==> src/rtl/lrhg_pkg.sv <==
// Package for the log record header generator.
// Holds the word types, the CRC-32 constants and the byte-wise CRC update.
// No dependencies.
package lrhg_pkg;

    typedef logic [31:0] word_t;
    typedef logic [7:0]  byte_t;

    localparam word_t CRC_POLY  = 32'hEDB8_8320;
    localparam word_t CRC_ONES  = 32'hFFFF_FFFF;
    localparam word_t COUNT_MAX = 32'hFFFF_FFFF;

    // Reflected CRC-32 update over one byte, least significant bit first.
    function automatic word_t crc_byte(input word_t crc, input byte_t data);
        word_t c;
        c = crc ^ {24'd0, data};
        for (int k = 0; k < 8; k++)
        begin
            c = c[0] ? (CRC_POLY ^ (c >> 1)) : (c >> 1);
        end
        return c;
    endfunction

endpackage

==> src/rtl/log_record_header_generator_core.sv <==
// Top level of the log record header generator (CRC-32 record framer).
// Holds the input register, running CRC, byte count, sequence counter and result register.
// Depends on lrhg_pkg.
//
// Usage:
// The input channel takes one item per cycle while in_stall is low: a payload
// byte, a flag that says whether the byte is present, and a mark on the last
// item of a record. An item with byte_present low and last_of_record high closes
// an empty record; an item with both low changes nothing.
// For each item that carries the last mark, the output channel gives one item:
// the record's sequence number, its payload length (saturating at all ones) and
// its CRC-32 with the final inversion applied.
// An accepted item sits in the input register. When an item with the last mark
// leaves it, the CRC update lands in the result register, which drives out_valid.
// Throughput is one item per cycle. The only limit is the single result
// register: while it holds a result that the receiver stalls, an item with the
// last mark waits in the input register, and in_stall rises. Items without the
// last mark keep flowing while the output is stalled.
// Reset clears both valid flags, sets the CRC to all ones and clears the byte
// count and the sequence counter. Sequence numbers wrap from all ones to zero.
module log_record_header_generator_core
(
    input  logic             clk,
    input  logic             rst_n,
    input  logic             in_valid,
    output logic             in_stall,
    input  lrhg_pkg::byte_t  payload_byte,
    input  logic             byte_present,
    input  logic             last_of_record,
    output logic             out_valid,
    input  logic             out_stall,
    output lrhg_pkg::word_t  record_seq,
    output lrhg_pkg::word_t  record_length,
    output lrhg_pkg::word_t  record_crc
);
    import lrhg_pkg::*;

    // Input register.
    logic  s1_valid_reg;
    logic  s1_valid_next;
    byte_t s1_byte_reg;
    logic  s1_present_reg;
    logic  s1_last_reg;

    // Running record state.
    word_t crc_reg;
    word_t crc_next;
    word_t count_reg;
    word_t count_next;
    word_t seq_reg;
    word_t seq_next;

    // Result register.
    logic  out_valid_reg;
    logic  out_valid_next;
    word_t out_seq_reg;
    word_t out_len_reg;
    word_t out_crc_reg;

    logic  out_free;
    logic  s1_fire;
    logic  in_fire;
    word_t crc_upd;
    word_t count_upd;

    // The result register can take a new result when empty or being drained.
    assign out_free = !out_valid_reg || !out_stall;
    // The held item leaves unless it needs the result register and that is busy.
    assign s1_fire  = s1_valid_reg && (!s1_last_reg || out_free);
    assign in_stall = s1_valid_reg && !s1_fire;
    assign in_fire  = in_valid && !in_stall;

    // Fold the held byte into the CRC and the count.
    always_comb
    begin
        crc_upd   = crc_reg;
        count_upd = count_reg;
        if (s1_present_reg)
        begin
            crc_upd = crc_byte(crc_reg, s1_byte_reg);
            if (count_reg != COUNT_MAX)
            begin
                count_upd = count_reg + 32'd1;
            end
        end
    end

    always_comb
    begin
        s1_valid_next  = s1_valid_reg;
        crc_next       = crc_reg;
        count_next     = count_reg;
        seq_next       = seq_reg;
        out_valid_next = out_valid_reg;

        if (out_valid_reg && !out_stall)
        begin
            out_valid_next = 1'b0;
        end
        if (s1_fire)
        begin
            s1_valid_next = 1'b0;
            if (s1_last_reg)
            begin
                // Record closes: the result takes the updated state, then it restarts.
                out_valid_next = 1'b1;
                crc_next       = CRC_ONES;
                count_next     = '0;
                seq_next       = seq_reg + 32'd1;
            end
            else
            begin
                crc_next   = crc_upd;
                count_next = count_upd;
            end
        end
        if (in_fire)
        begin
            s1_valid_next = 1'b1;
        end
    end

    always_ff @(posedge clk or negedge rst_n)
    begin
        if (!rst_n)
        begin
            s1_valid_reg  <= 1'b0;
            out_valid_reg <= 1'b0;
            crc_reg       <= CRC_ONES;
            count_reg     <= '0;
            seq_reg       <= '0;
        end
        else
        begin
            s1_valid_reg  <= s1_valid_next;
            out_valid_reg <= out_valid_next;
            crc_reg       <= crc_next;
            count_reg     <= count_next;
            seq_reg       <= seq_next;
        end
    end

    // Payload registers need no reset.
    always_ff @(posedge clk)
    begin
        if (in_fire)
        begin
            s1_byte_reg    <= payload_byte;
            s1_present_reg <= byte_present;
            s1_last_reg    <= last_of_record;
        end
        if (s1_fire && s1_last_reg)
        begin
            out_seq_reg <= seq_reg;
            out_len_reg <= count_upd;
            out_crc_reg <= crc_upd ^ CRC_ONES;
        end
    end

    assign out_valid     = out_valid_reg;
    assign record_seq    = out_seq_reg;
    assign record_length = out_len_reg;
    assign record_crc    = out_crc_reg;

    // A closed record always shows up as a result in the next cycle.
    a_result_follows: assert property (@(posedge clk) disable iff (!rst_n)
        s1_fire && s1_last_reg |=> out_valid_reg)
        else $error("closed record produced no result");

    // Input backpressure only comes from a final item blocked by a stalled result.
    a_stall_cause: assert property (@(posedge clk) disable iff (!rst_n)
        in_stall |-> s1_valid_reg && s1_last_reg && out_valid_reg && out_stall)
        else $error("input stalled without a blocked final item");

    // After a record closes the CRC and count restart.
    a_record_restart: assert property (@(posedge clk) disable iff (!rst_n)
        s1_fire && s1_last_reg |=> crc_reg == CRC_ONES && count_reg == '0)
        else $error("record state not restarted");

    // The sequence counter advances by exactly one per closed record.
    a_seq_step: assert property (@(posedge clk) disable iff (!rst_n)
        s1_fire && s1_last_reg |=> seq_reg == $past(seq_reg) + 32'd1)
        else $error("sequence counter did not advance by one");

    // The sequence counter never moves without a closed record.
    a_seq_hold: assert property (@(posedge clk) disable iff (!rst_n)
        !(s1_fire && s1_last_reg) |=> $stable(seq_reg))
        else $error("sequence counter moved without a record");

endmodule

==> config.mk <==
export PLATFORM = sky130hd
export DESIGN_NAME = log_record_header_generator_core
export DESIGN_NICKNAME = d
export VERILOG_FILES = /design/src/rtl/lrhg_pkg.sv /design/src/rtl/log_record_header_generator_core.sv
export SDC_FILE = /design/constraint.sdc
export NUM_CORES = 1
export LEC_CHECK = 0
export BUFFER_PORTS_ARGS = -buffer_cell sky130_fd_sc_hd__clkbuf_2
export CORE_MARGIN = 5
export CORE_UTILIZATION = 25
export CTS_CLUSTER_SIZE = 24
export DETAILED_ROUTE_END_ITERATION = 16
export GPL_TIMING_DRIVEN = 0
export MAX_ROUTING_LAYER = met4
export PLACE_DENSITY_LB_ADDON = 0.3
export SLEW_MARGIN = 5
export SYNTH_ARGS = -nofsm -noshare
export SYNTH_HDL_FRONTEND = slang
export SYNTH_SLANG_ARGS = --single-unit
==> constraint.sdc <==
create_clock -name clk -period 4.2 [get_ports clk]
set_clock_uncertainty 0.1 [all_clocks]
set_input_delay 0.21 -clock clk [delete_from_list [all_inputs] [get_ports clk]]
set_output_delay 0.21 -clock clk [all_outputs]
set_load 0.05 [all_outputs]
==> run_results.csv <==
group,metric,value,unit
sta,hold_ws,0.0622,ns
floorplanning,initial_core_util,0.253,
grt,grt_antenna_before_repair,0,
grt,grt_first_pass_wirelength,39.3,mm
cells_and_area,drive_gt1_frac,0.249,
place,gp_congestion,0.819,
clock_network,cts_buffer_depth,3,
worst_setup_path,worst_ep_required_time,4.30,ns
clock_network,clkTransAtPathRegs,0.06,ns
worst_setup_path,path_delay_family,"buffers and inverters",
floorplanning,fp.dieW,205,um
clock_network,clk_latency,0.52,ns
floorplanning,num_io_pins,112,
clock_network,cts-root-buf,"clkbuf_16",
drt,initialDrtViolationCount,368,
logic_synthesis,synthCells,742,
sta,finalCritPeriodShare,0.699,
cells_and_area,diodes,0,
worst_setup_path,max_stage_delay,0.59,ns
logic_synthesis,yosysWarnings,0,
logic_synthesis,async_flop_share,0.480,
place,hpwlAfterDp,17.4,mm
run,maxCapViolCount,0,
power_and_ir_drop,peakVddDrop,0.000306,V
grt,grt_max_degree,65,
logic_synthesis,post-synth-top-count-cell,"edfxtp_1",
worst_setup_path,critPathSlowestCell,"inv_4",
power_and_ir_drop,pwr_density_cell,695,nW/um^2
logic_synthesis,ys_types,68,
cells_and_area,final_nets,910,
worst_setup_path,timing.critical_path.buf_inv,4,
clock_network,cts_tree,"done",
sta,relSlewSlack,0.262,
logic_synthesis,synth_area_leaders,"edfxtp_1 33%, dfrtp_1 17%, dfstp_2 8.8%",
sta,drv_slew,0,
sta,grt_setup_unrepaired,"no",
logic_synthesis,syn_avg_cell_area,12.9,sq um
worst_setup_path,arrival,3.03,ns
sta,min_period,2.93,ns
clock_network,cts_buffers,24,
sta,fmax,0.341,GHz
place,port_buffers,111,
drt,routed_wl,25.0,mm
logic_synthesis,synthTopCellsByCount,"106 x edfxtp_1, 77 x xnor2_1, 66 x dfrtp_1",
place,dpl_cell_area,10800,sq um
power_and_ir_drop,p_leak,4.67,nW
worst_setup_path,r2r_cells,7,
logic_synthesis,synthSimpleGateAreaFrac,0.117,
logic_synthesis,synth_top_area_share,0.334,
logic_synthesis,synth_top_family_by_area,"XOR/XNOR gates",
worst_setup_path,reg2reg_to,"record_crc[12]",
hold_path,hold_class,"in2async",
grt,overflow,0,
logic_synthesis,synth_ff_type,"edfxtp_1",
logic_synthesis,synth_fa_ha_area_frac,0.00262,
cells_and_area,design_area,11700,sq um
logic_synthesis,synthMuxAreaShare,0.0369,
worst_setup_path,startpoint_type,"flop",
clock_network,clock_sinks,204,
sta,finalHoldViolCount,0,
logic_synthesis,ys_seq_area_frac,0.595,
worst_setup_path,crit_chain,"buf_2 -> nand3_1 -> and2_1 -> clkbuf_1 -> nand2_1 -> inv_4 -> buf_16",
drt,postRouteAntennaNets,0,
sta,setup-violations-final,0,
worst_setup_path,crit_type,"reg2reg",
logic_synthesis,synth-edff-count,106,
outcome,outcome,"complete, no violations",
drt,via_per_inst,4.50,
logic_synthesis,syn_area,9540,sq um
clock_network,cts_max_level,1,
logic_synthesis,synth_compound_area_frac,0.0835,
drt,first_pass_iters,5,
worst_setup_path,r2r_setup_slack,1.27,ns
drt,num_vias,6405,
logic_synthesis,synth_xor_area_frac,0.143,
logic_synthesis,post-synth-top-area-cell,"edfxtp_1",
worst_setup_path,crit_fanout,50,
worst_setup_path,r2r-start,"s1_last_reg",
floorplanning,die_h,205,um
drt,wire_per_inst,17.6,um
floorplanning,dieArea,42200,sq um
grt,grt_pass1_vias,6578,
clock_network,cts_resized,0,
sta,worst_pin_slew,1.10,ns
floorplanning,rows,71,
cells_and_area,fill_cells,3899,
worst_setup_path,critPathCaptureType,"flop",
logic_synthesis,synth_seq_cells,204,
grt,track_usage,0.123,
floorplanning,core_area,37700,sq um
cells_and_area,syn2layout_area_growth,22.4,%
drt,drc,0,
logic_synthesis,syn-num-nets,758,
==> logic make-up after synthesis <==
family	Yosys count
adder cells (fa/ha/maj)	2
AND/OR/NAND/NOR	210
flip-flops	204
multiplexers	35
AO/OA/AOI/OAI	110
XOR/XNOR	131
buffers and inverters	50
==> layout make-up <==
| class | instances | area (sq um) | share of cell area |
|---|---|---|---|
| Clock inverter | 16 | 100 | 0.00857 |
| Clock buffer | 28 | 647 | 0.0554 |
| Buffer | 38 | 168 | 0.0144 |
| Multi-Input combinational cell | 488 | 3650 | 0.313 |
| Tap cell | 511 | 639 | 0.0547 |
| Timing Repair Buffer | 126 | 749 | 0.0642 |
| Sequential cell | 204 | 5680 | 0.486 |
| Inverter | 12 | 47.5 | 0.00407 |
==> metal layers <==
metal | global-route usage | vias to the layer above | wire length [um]
met5 | - | - | 0
met4 | 0.0266 | 0 | 435
met3 | 0.0230 | 39 | 1160
met2 | 0.193 | 150 | 11800
met1 | 0.167 | 3186 | 11600
li1 | - | 3030 | -
==> worst max-delay path by stage <==
| stage | start | cells past startpoint | end | slack, ns |
|---|---|---|---|---|
| after floorplan | out_valid | 5 | record_crc[0] | 0.50 |
| after global placement | s1_last_reg | 6 | record_crc[21] | -1.05 |
| after detailed placement | s1_last_reg | 7 | record_crc[21] | 1.14 |
| after CTS | s1_last_reg | 7 | record_length[19] | 1.12 |
| after global routing | s1_last_reg | 7 | record_crc[17] | 0.97 |
| final | s1_last_reg | 7 | record_crc[12] | 1.27 |
==> through the flow <==
| stage | setup TNS [ns] | util | total power [mW] | worst slack [ns] | cells |
|---|---|---|---|---|---|
| 6_report | 0 | 0.310 | 8.11 | 1.27 | 1423 |
| 5_1_grt | 0 | 0.310 | 8.62 | 0.970 | 1423 |
| 4_1_cts | 0 | 0.310 | 8.24 | 1.12 | 1423 |
| 3_5_place_dp | 0 | 0.287 | 6.20 | 1.14 | 1366 |
| 3_3_place_gp | -99.22 | 0.285 | 6.19 | -1.05 | 1364 |
| 2_1_floorplan | 0 | - | 5.44 | 0.499 | 742 |
==> where the power goes <==
| group | leakage, nW | switching, mW | internal (mW) |
|---|---|---|---|
| Clock | 0.366 | 0.829 | 1.16 |
| Sequential | 2.19 | 0.271 | 2.71 |
| Combinational | 2.11 | 1.88 | 1.27 |
| Total | 4.67 | 2.99 | 5.13 |
==> cell usage in the layout (no fill, tap or decap), drive strengths merged, types with 4 or more instances in the layout <==
cell,synthesis,layout
clkinv,0,14
dfstp,32,32
mux2i,34,34
nand4,20,20
edfxtp,106,106
dfrtp,66,66
buf,18,20
nand3,29,29
nor2b,4,4
xor2,38,38
nor2,46,46
inv,12,12
a22oi,4,4
nor4,7,7
clkbuf,20,159
xnor2,86,86
and2,5,5
o21ai,11,11
a21o,5,5
nor3,14,14
a31o,4,4
a31oi,20,20
o22a,11,11
o211ai,5,5
and3,11,11
a21oi,23,23
and4,11,11
o31ai,5,5
xnor3,6,6
dlygate4sd3,0,13
nand2,50,50
==> worst reg2reg max path: cells and delay by family, from the launching register on <==
| family | cells | cell delay, ns |
|---|---|---|
| buffers and inverters | 4 | 1.50 |
| and+or+nand+nor | 3 | 0.63 |
| DFF | 1 | 0.35 |
==> what timing repair did <==
| item | 4_1_cts | 5_1_grt |
|---|---|---|
| setup buffers | 0 | 0 |
| hold buffers | 13 | 0 |
| endpoints found under the hold margin | 78 | 0 |
Power figures use the tool's default switching activity.
